[config.mk]
export PLATFORM = sky130hd
export DESIGN_NAME = cfl_ctrl
export DESIGN_NICKNAME = d
export VERILOG_FILES = /design/src/design/cfl_pkg.sv /design/src/design/cfl_ctrl.sv
export SDC_FILE = /design/constraint.sdc
export NUM_CORES = 1
export LEC_CHECK = 0
export BUFFER_PORTS_ARGS = -buffer_cell sky130_fd_sc_hd__buf_2
export CAP_MARGIN = 0
export CORE_ASPECT_RATIO = 0.5
export CORE_MARGIN = 2
export CORE_UTILIZATION = 50
export CTS_CLUSTER_DIAMETER = 60
export DETAILED_ROUTE_END_ITERATION = 8
export PLACE_DENSITY = 0.79
export SLEW_MARGIN = 10
export SYNTH_ARGS = -nofsm -noshare
export SYNTH_HDL_FRONTEND = slang
export SYNTH_SLANG_ARGS = --single-unit
[constraint.sdc]
create_clock -name i_clk -period 2.8 [get_ports i_clk]
set_input_delay 0.28 -clock i_clk [delete_from_list [all_inputs] [get_ports i_clk]]
set_output_delay 0.28 -clock i_clk [all_outputs]
set_load 0.05 [all_outputs]
[src/design/cfl_pkg.sv]
// Shared types and constants of the circular free-list page allocator.
`timescale 1ns / 1ps

package cfl_pkg;

    // Page store geometry
    localparam int MAX_PAGES = 1024;
    localparam int ID_W      = 10;
    localparam int CNT_W     = 11;
    localparam int OP_W      = 2;
    localparam int ST_W      = 2;

    // Opcodes of an input word
    localparam logic [OP_W-1:0] OP_FETCH = 2'd0;
    localparam logic [OP_W-1:0] OP_ALLOC = 2'd1;
    localparam logic [OP_W-1:0] OP_FREE  = 2'd2;

    // Status codes of a result word
    localparam logic [ST_W-1:0] ST_OK     = 2'd0;
    localparam logic [ST_W-1:0] ST_UNUSED = 2'd1;
    localparam logic [ST_W-1:0] ST_FULL   = 2'd2;
    localparam logic [ST_W-1:0] ST_RANGE  = 2'd3;

    // Sequencer states
    typedef enum logic [2:0] {
        S_IDLE,
        S_RD1,
        S_RD2,
        S_WR2,
        S_DONE
    } t_state;

    // Access request from the sequencer to the page store
    typedef struct packed {
        logic            nf_re;
        logic [ID_W-1:0] nf_raddr;
        logic            nf_we;
        logic [ID_W-1:0] nf_waddr;
        logic [ID_W-1:0] nf_wdata;
        logic            iu_re;
        logic [ID_W-1:0] iu_raddr;
        logic            iu_we;
        logic [ID_W-1:0] iu_waddr;
        logic            iu_wdata;
    } t_mem_req;

    // Read data returned by the page store
    typedef struct packed {
        logic [ID_W-1:0] nf_rdata;
        logic            iu_rdata;
    } t_mem_rsp;

    // One result word
    typedef struct packed {
        logic [CNT_W-1:0] pages_in_file;
        logic [ST_W-1:0]  status;
        logic [ID_W-1:0]  result_page;
    } t_result;

endpackage

[src/design/cfl_ctrl.sv]
// Sequencer: read-modify-write of the free list and used marks for one word at a time.
`timescale 1ns / 1ps

module cfl_ctrl
    import cfl_pkg::*;
(
    input  logic            i_clk,
    input  logic            i_rst_n,
    input  logic            i_in_valid,
    output logic            o_in_ready,
    input  logic [OP_W-1:0] i_opcode,
    input  logic [ID_W-1:0] i_page_id,
    input  logic            i_out_free,
    output logic            o_res_valid,
    output t_result         o_res,
    output t_mem_req        o_req,
    input  t_mem_rsp        i_rsp
);

    t_state           r_state, n_state;
    logic [OP_W-1:0]  r_op, n_op;
    logic [ID_W-1:0]  r_id, n_id;
    logic [CNT_W-1:0] r_count, n_count;
    logic [ID_W-1:0]  r_tail, n_tail;
    logic             r_empty, n_empty;
    logic [ID_W-1:0]  r_res_page, n_res_page;
    logic [ST_W-1:0]  r_res_status, n_res_status;
    logic             w_accept;
    logic             w_range;
    logic [ID_W-1:0]  w_head;

    assign w_head  = i_rsp.nf_rdata;
    assign w_range = ({1'b0, r_id} >= r_count);

    // State and control registers
    always_ff @(posedge i_clk) begin
        if (!i_rst_n) begin
            r_state <= S_IDLE;
            r_count <= '0;
            r_tail  <= '0;
            r_empty <= 1'b1;
        end else begin
            r_state <= n_state;
            r_count <= n_count;
            r_tail  <= n_tail;
            r_empty <= n_empty;
        end
    end

    // Word and result holding registers
    always_ff @(posedge i_clk) begin
        r_op         <= n_op;
        r_id         <= n_id;
        r_res_page   <= n_res_page;
        r_res_status <= n_res_status;
    end

    // Next state, memory accesses and result
    always_comb begin
        n_state      = r_state;
        n_op         = r_op;
        n_id         = r_id;
        n_count      = r_count;
        n_tail       = r_tail;
        n_empty      = r_empty;
        n_res_page   = r_res_page;
        n_res_status = r_res_status;
        o_req        = '0;
        o_res_valid  = 1'b0;
        o_in_ready   = i_rst_n &&
                       ((r_state == S_IDLE) || ((r_state == S_DONE) && i_out_free));
        w_accept     = i_in_valid && o_in_ready;

        case (r_state)
            S_RD1: begin
                n_res_page   = r_id;
                n_res_status = ST_OK;
                n_state      = S_DONE;
                case (r_op)
                    OP_ALLOC: begin
                        if (r_empty) begin
                            if (r_count >= CNT_W'(MAX_PAGES)) begin
                                n_res_page   = '0;
                                n_res_status = ST_FULL;
                            end else begin
                                // Create a fresh page at the end of the file
                                o_req.iu_we    = 1'b1;
                                o_req.iu_waddr = r_count[ID_W-1:0];
                                o_req.iu_wdata = 1'b1;
                                n_res_page     = r_count[ID_W-1:0];
                                n_count        = r_count + CNT_W'(1);
                            end
                        end else begin
                            // Take the head, the page after the tail
                            o_req.iu_we    = 1'b1;
                            o_req.iu_waddr = w_head;
                            o_req.iu_wdata = 1'b1;
                            n_res_page     = w_head;
                            n_id           = w_head;
                            if (w_head == r_tail) begin
                                n_empty = 1'b1;
                            end else begin
                                o_req.nf_re    = 1'b1;
                                o_req.nf_raddr = w_head;
                                n_state        = S_RD2;
                            end
                        end
                    end
                    OP_FREE: begin
                        if (w_range) begin
                            n_res_status = ST_RANGE;
                        end else if (!i_rsp.iu_rdata) begin
                            n_res_status = ST_UNUSED;
                        end else begin
                            o_req.iu_we    = 1'b1;
                            o_req.iu_waddr = r_id;
                            o_req.iu_wdata = 1'b0;
                            o_req.nf_we    = 1'b1;
                            o_req.nf_waddr = r_id;
                            if (r_empty) begin
                                // Single free page points to itself
                                o_req.nf_wdata = r_id;
                                n_tail         = r_id;
                                n_empty        = 1'b0;
                            end else begin
                                // Freed page points to the old head
                                o_req.nf_wdata = w_head;
                                n_state        = S_WR2;
                            end
                        end
                    end
                    default: begin
                        if (w_range) begin
                            n_res_status = ST_RANGE;
                        end else if (!i_rsp.iu_rdata) begin
                            n_res_status = ST_UNUSED;
                        end
                    end
                endcase
            end
            S_RD2: begin
                // Unlink the taken head: tail now points past it
                o_req.nf_we    = 1'b1;
                o_req.nf_waddr = r_tail;
                o_req.nf_wdata = w_head;
                n_state        = S_DONE;
            end
            S_WR2: begin
                // Link the freed page after the tail and make it the tail
                o_req.nf_we    = 1'b1;
                o_req.nf_waddr = r_tail;
                o_req.nf_wdata = r_id;
                n_tail         = r_id;
                n_state        = S_DONE;
            end
            S_DONE: begin
                if (i_out_free) begin
                    o_res_valid = 1'b1;
                    n_state     = S_IDLE;
                end
            end
            default: begin
                n_state = S_IDLE;
            end
        endcase

        // Take a new word and start its reads
        if (w_accept) begin
            n_op           = i_opcode;
            n_id           = i_page_id;
            n_state        = S_RD1;
            o_req.nf_re    = 1'b1;
            o_req.nf_raddr = r_tail;
            o_req.iu_re    = 1'b1;
            o_req.iu_raddr = i_page_id;
        end
    end

    assign o_res.result_page   = r_res_page;
    assign o_res.status        = r_res_status;
    assign o_res.pages_in_file = r_count;

endmodule

* Word-level counts from Yosys, hierarchy flattened *
Index checks and enable logic that the tools add are counted.

cells by class
  add/subtract/negate cells = 1
  multipliers = 0
  divide/modulo/power cells = 0
  magnitude comparators = 2
  eq/ne operators = 15
  shift-type cells = 0
  muxes and demuxes = 49
  bitwise gates (word level) = 2
  reductions and logical operators = 15

operators with widths
  kind                   number
  $mux 10                11
  $mux 11                6
  $mux 21                3
  $pmux 21 s3            1
  $mux 12                5
  $pmux 12 s2            1
  $pmux 10 s2            1
  $mux 3                 6
  $ne 2x2->1 const B     6
  $add 11x1->11 const B  1
  $ge 10x11->1           1
  $ge 11x11->1 const B   1
  $eq 10x10->1           1
  $pmux 3 s3             1
  $mux 1                 8
  $mux 2                 4
  $reduce_and 4->1       2
  $reduce_bool 2->1      4
  $eq 3x2->1 const B     2
  $pmux 3 s2             1
  $reduce_and 5->1       1
  $reduce_or 2->1        2
  $eq 3x1->1 const B     1
  $eq 3x3->1 const B     1
  10 further kinds       13

word-level totals
  bits in registers = 49
  bits in latches = 0
  RAM bits = 0
  memory bits (read-only) = 0
  bits of input ports = 27
  output and inout port bits = 80
  logic and storage cells = 93
  memories = 0

* Longest topological paths before layout *
Gate-level depths: netlist of run 1.

  depth in word-level cells = 7
  gate-level depth with buffers = 10
  depth with buffers taken out = 8

* Worst setup path after synthesis of run 1 *
Ideal clock, no wire load.

  path kind = register to output
  start = reg r_count[2]
  end = out o_req[33] in the netlist's numbering
  arrival = 3.235 ns
  data required time = 2.520 ns
  slack = -0.715 ns
  stages on the path, launching flop included = 11
  path buffers = 2
  cell sequence = dfxtp_1 > inv_1 > ha_1 > a21o_1 > a31oi_1 > o22a_1 > and3_4 > buf_6 > buf_2 > nand2_1 > o21ai_0

RTL lines
  item                      RTL line        text
  start: declaration        cfl_ctrl.sv:23  logic [CNT_W-1:0] r_count, n_count;
  start signal: assignment  cfl_ctrl.sv:44  r_count <= n_count;
  end: declaration          cfl_ctrl.sv:16  output t_mem_req o_req,

==> results of run 1 <==
layout make-up:
cell class	instances	share of cell area, %
flip-flops and latches	49	28.3
clock buffers	8	3.11
well taps	88	2.51
repair buffers	138	20.2
inverters	13	1.20
multi-input cells	277	44.7
routing by layer:
layer  share of wire (%)  global-route usage (%)
met5                   0                       0
met4                 1.4                    6.88
met3                  12                    6.85
met2                  42                    43.7
met1                  45                    42.6
critical path, stage by stage, from the launching register on:
cell	delay (ps)
edfxtp_1	460
ha_1	310
and4b_1	220
nand2_1	60
o22a_1	190
and3_4	180
a32o_1	260
buf_6	140
a22o_1	220
buf_6	160
flip-flops by register name (all words and copies together), names as in the netlist:
register,cells
r_count,11
r_id,10
r_res_page,10
r_tail,10
r_state,3
r_op,2
r_res_status,2
r_empty,1
per-stage QoR:
| stage | worst slack [ps] | instance area (um^2) | cells | hold WS [ps] |
|---|---|---|---|---|
| floorplan | 16.5 | 3360 | 366 | 379 |
| global placement | 208 | 4080 | 561 | 456 |
| detailed placement | 158 | 4080 | 561 | 459 |
| CTS | 1.31 | 4240 | 569 | 162 |
| global route | -40.4 | 4390 | 573 | 162 |
| finish | 25.5 | 4390 | 573 | 161 |
report_power, final:
| part | total (mW) | switching, mW | internal [mW] |
|---|---|---|---|
| clock | 0.593 | 0.260 | 0.333 |
| sequential | 0.787 | 0.0137 | 0.773 |
| combinational | 0.294 | 0.198 | 0.0959 |
repair_timing:
item | in CTS | in global routing
pin swaps | 0 | 8
hold endpoints to repair | 0 | 0
setup buffers | 0 | 4
hold buffers | 0 | 0
gates resized for setup | 9 | 57
cloned | 0 | 0
setup endpoints to repair | 24 | 33
how the worst max path moves through the flow:
| stage | to | cells after the start |
|---|---|---|
| 6_report | o_req[27] | 9 |
| 5_1_grt | o_req[27] | 9 |
| 4_1_cts | o_req[23] | 9 |
| 3_5_place_dp | o_req[39] | 9 |
| 3_3_place_gp | o_req[37] | 9 |
| 2_1_floorplan | o_req[11] | 10 |
cells in the mapped netlist (5+ instances only):
cell,instances
and3_1,13
a22o_1,29
edfxtp_1,24
xnor2_1,13
o21ai_0,8
dfxtp_1,25
a21oi_1,30
o21bai_1,10
mux2i_1,11
nor2b_1,13
clkbuf_1,17
a31oi_1,8
ha_1,13
nor2_1,28
a21o_1,5
nor3_1,5
and2_1,8
nand2_1,37
inv_1,13
cell families after synthesis:
group                    count (synthesis)
AND/OR/NAND/NOR                        129
AO/OA/AOI/OAI                          106
adder cells (fa/ha/maj)                 13
flip-flops                              49
XOR/XNOR                                16
multiplexers                            13
buffers and inverters                   40
==> metrics, run 1 <==
status finished, final reports clean; Reg area roughly 1200 um^2; routed vias between 3000 and 4000; synth-to-layout area growth 34.5%; largest net degree at the start of global routing 37; Peak Freq 360 MHz; initial DRC count 338; initial antenna violation count 0; Reg-to-Reg Start r_id[7]; worst hold path class input pin to flop; H-tree levels 2; RSZ-0062 raised after global routing true; nets@finish 524; syn nets 406; Die H roughly 61 um; Final Hold Fails 0; XOR/XNOR share of the synthesized area ~4.3%; R2R Path End r_tail[1]; DP Wirelength 8.00 mm; final setup vio count 0; 1st-pass router iterations 5; Synth top area share 22.1%; Final Util 71.0%; multi-input combinational cell area 1960 um^2; WHS Endpoint r_op[0]; Slew Limit Fails 0; Seq/Total Area, Yosys 37.5%; simple-gate area share of the yosys netlist 21.1%; top cell type by total area after synthesis edfxtp_1; Routability Congestion 0.996; Initial Util 52.8%; GRT Util Overall between 20% and 30%; Vias per Instance 5.90; remaining global-route overflow 0; Detailed Route WL 10.8 mm; synth top area cells edfxtp_1 22%, dfxtp_1 15%, a22o_1 7.8%; share of flip-flops with an asynchronous set or reset 0%; PwrDens 382 nW/um^2; WHS Path Cells 1; # port buffers 106; hold path start i_opcode[0]; die width 118 um; Peak VDD IR around 0.22 mV; proportion of synthesized area in mux cells 4.07%; total negative setup slack 0 ps; root buffer cell clkbuf_16; kind of critical path flop to primary output; worst r2r path cells 9; first-pass GRT wire length 15.6 mm; flops & latches, synth 49; diodes inserted 0; leading cell type in the layout, fill and taps excluded buf_2; ys flop type dfxtp_1; PnR Total Power about 1.7 mW; CP Launch Point r_id[7]; startpoint types flop; die area 7220 um^2; largest family of logic cells by synthesized area compound AO/OA/AOI/OAI gates; max-capacitance violation count 0; post-synth cell types 50; vias in the first global route approximately 2800; Post-Syn Instances ~370; crit-path max FO 10; CP Capture Type primary output; io pins 107; most frequent cells in the layout 81 x buf_2, 40 x buf_4, 36 x nand2_1; Num CTS Buffers 5; leakage between 1.5 and 2 nW; Least-Margin Pin Slew 496 ps; Ys Warns 0; CTS tree yes; Slew headroom about two thirds; Critical Path RT between 2000 and 3000 ps; Data arrival, critical path 2490 ps; EDFF count, synth 24; Final period util 99.1%; worst-skew pair later-pin latency 290 ps; syn avg cell area approximately 9 um^2; Worst-path clk slew 60 ps; Post-Synth Adder-Cell Area 4.99%; FILL cells 516; Avg WL per Cell 18.9 um; core box area 6180 um^2; CTS Buffer Depth 2; Clock Sinks 49; Synth Area in Compound Gates 22.6%; residual DRC count 0; final worst path period need 2770 ps; clk_skew 5.94 ps; Rows 20; mapped cell area 3260 um^2; fraction of layout cells with a size suffix above 1 38.4%; R2R setup slack 510 ps; ANT nets after route 0
Power figures use the tool's default switching activity.
==> run 2, diff against run 1 <==
--- a/config.mk
+++ b/config.mk
@@ -12,7 +12,7 @@
 export CORE_UTILIZATION = 50
 export CTS_CLUSTER_DIAMETER = 60
 export DETAILED_ROUTE_END_ITERATION = 8
-export PLACE_DENSITY = 0.79
+export PLACE_DENSITY = 0.77
 export SLEW_MARGIN = 10
 export SYNTH_ARGS = -nofsm -noshare
 export SYNTH_HDL_FRONTEND = slang
==> run 2 against run 1 <==
Against the previous run: the run now ends with setup timing left; register-to-register slack lost 80 ps; design area rose by 2.9%; core utilization grew 2.0 points; first-iteration DRC count rose by 21%; global-route usage up 0.98 points; setup slack got worse by 61 ps; sequential share of layout area shrank 0.90 points; clock-buffer cell count down 1; critical path depth is 1 higher; die area unchanged; wire length rose by 2.0%; combinational power is 4% higher; critical path type unchanged; critical endpoint is now o_req[29]; largest power group unchanged; highest routed layer unchanged.
==> metrics, run 2 (synthesis results as in run 1) <==
initial DRC count between 400 and 500; worst-skew pair later-pin latency 290 ps; Die H 61.1 um; setup slack after layout -35.4 ps; root buffer cell clkbuf_16; Rows 20; final worst path period need 2840 ps; max-capacitance violation count 0; CTS tree yes; crit-path max FO 5; PwrDens between 300 and 400 nW/um^2; WHS Endpoint r_op[1]; CTS Buffer Depth 2; CP Capture Type primary output; Worst-path clk slew 60 ps; DP Area 4080 um^2; routed vias 3385; Data arrival, critical path 2560 ps; Least-Margin Pin Slew around 500 ps; Vias per Instance 5.81; Sw Share 27.6%; kind of critical path flop to primary output; FILL cells 495; fin area approximately 4500 um^2; worst r2r path cells 10; Initial Util 52.8%; Power Internal 1.27 mW; fraction of layout cells with a size suffix above 1 between 40% and 50%; Critical Path RT 2520 ps; sequential fraction of design power 45.2%; Avg WL per Cell roughly 19 um; residual DRC count 0; WHS 167 ps; R2R Path End r_tail[4]; Peak Freq between 300 and 400 MHz; leakage 2.07 nW; ANT nets after route 0; clk_skew 7.30 ps; total negative setup slack -203 ps; startpoint types flop; remaining global-route overflow 0; part of the power in the clock network around 37%; leading cell type in the layout, fill and taps excluded buf_2; Biggest register r_count; CP Launch Point r_id[6]; final setup vio count 10; Detailed Route WL 11.0 mm; # port buffers 106; R2R setup slack 430 ps; WHS Path Cells 1; max FFs per register 11; vias in the first global route 2844; Num CTS Buffers 5; status finished, violations left; first-pass GRT wire length 16.1 mm; combinational share of power 17.5%; Peak VDD IR between 0.2 and 0.3 mV; Net Switching roughly 480 uW; nets@finish approximately 530; die area between 7000 and 8000 um^2; core box area 6180 um^2; initial antenna violation count 0; most frequent cells in the layout 82 x buf_2, 41 x buf_4, 34 x nand2_1; Reg-to-Reg Start r_id[6]; worst hold path class input pin to flop; hold path start i_opcode[1]; Clock Sinks 49; H-tree levels 2; io pins between 100 and 150; Routability Congestion between 0.9 and 1; GRT Util Overall 30.0%; Slew headroom 66.5%; Slew Limit Fails 0; largest net degree at the start of global routing 37; PnR Total Power 1.75 mW; Final Hold Fails 0; RSZ-0062 raised after global routing true; 1st-pass router iterations 6; die width 118 um; failing checks setup timing; diodes inserted 0; Final period util 101%; synth-to-layout area growth 38.4%; DP Wirelength 8.23 mm
-- run 2: worst max-delay path by stage --
stage / end / depth (start not counted) / slack, ps
after floorplan: o_req[11] / 10 / 20
after global placement: o_req[38] / 9 / 180
after detailed placement: o_req[41] / 9 / 120
after CTS: o_req[24] / 9 / -2
after global routing: o_req[29] / 9 / -100
final: o_req[29] / 10 / -40
-- run 2: final cells by class --
class                           count  area, um^2  share of cell area [%]
Inverter                           13        48.8                    1.08
Tap cell                           88         110                    2.44
Timing Repair Buffer              148         966                    21.4
Multi-Input combinational cell    277        1990                    44.1
Clock buffer                        7         154                    3.41
Sequential cell                    49        1240                    27.4
Clock inverter                      1        5.00                   0.111
-- run 2: routing by layer --
metal,wire [um],GRT usage (%)
met1,5070,43.7
met2,4550,44.3
met4,87,5.34
met5,0,0
met3,1320,9.54
-- run 2: power groups by stage --
stage | registers, mW | logic (mW) | clock network [mW]
2_1_floorplan | 0.830 | 0.156 | 0
3_3_place_gp | 0.807 | 0.280 | 0
3_5_place_dp | 0.808 | 0.283 | 0
4_1_cts | 0.791 | 0.289 | 0.653
5_1_grt | 0.793 | 0.325 | 0.685
6_report | 0.792 | 0.307 | 0.653
-- run 2: repair_timing --
action | in CTS | in global routing
gates cloned | 0 | 1
hold buffers | 0 | 0
pin swaps | 0 | 7
resized for setup | 22 | 32
setup buffers | 3 | 10
endpoints found under the setup margin | 32 | 43
-- run 2: stage by stage --
| step | setup slack, ps | instances | utilization [%] |
|---|---|---|---|
| CTS | -2.07 | 572 | 69.9 |
| floorplan | 16.5 | 366 | - |
| global placement | 177 | 561 | 66.0 |
| detailed placement | 116 | 561 | 66.0 |
| global route | -95.5 | 583 | 73.0 |
| finish | -35.4 | 583 | 73.0 |
-- run 2: critical path, stage by stage, from the launching register on --
cell,delay (ps)
edfxtp_1,500
ha_4,310
buf_4,100
nand2_1,40
o21ai_0,140
nand2_1,150
and3_4,220
a32o_2,300
buf_6,140
a22o_1,200
buf_6,160
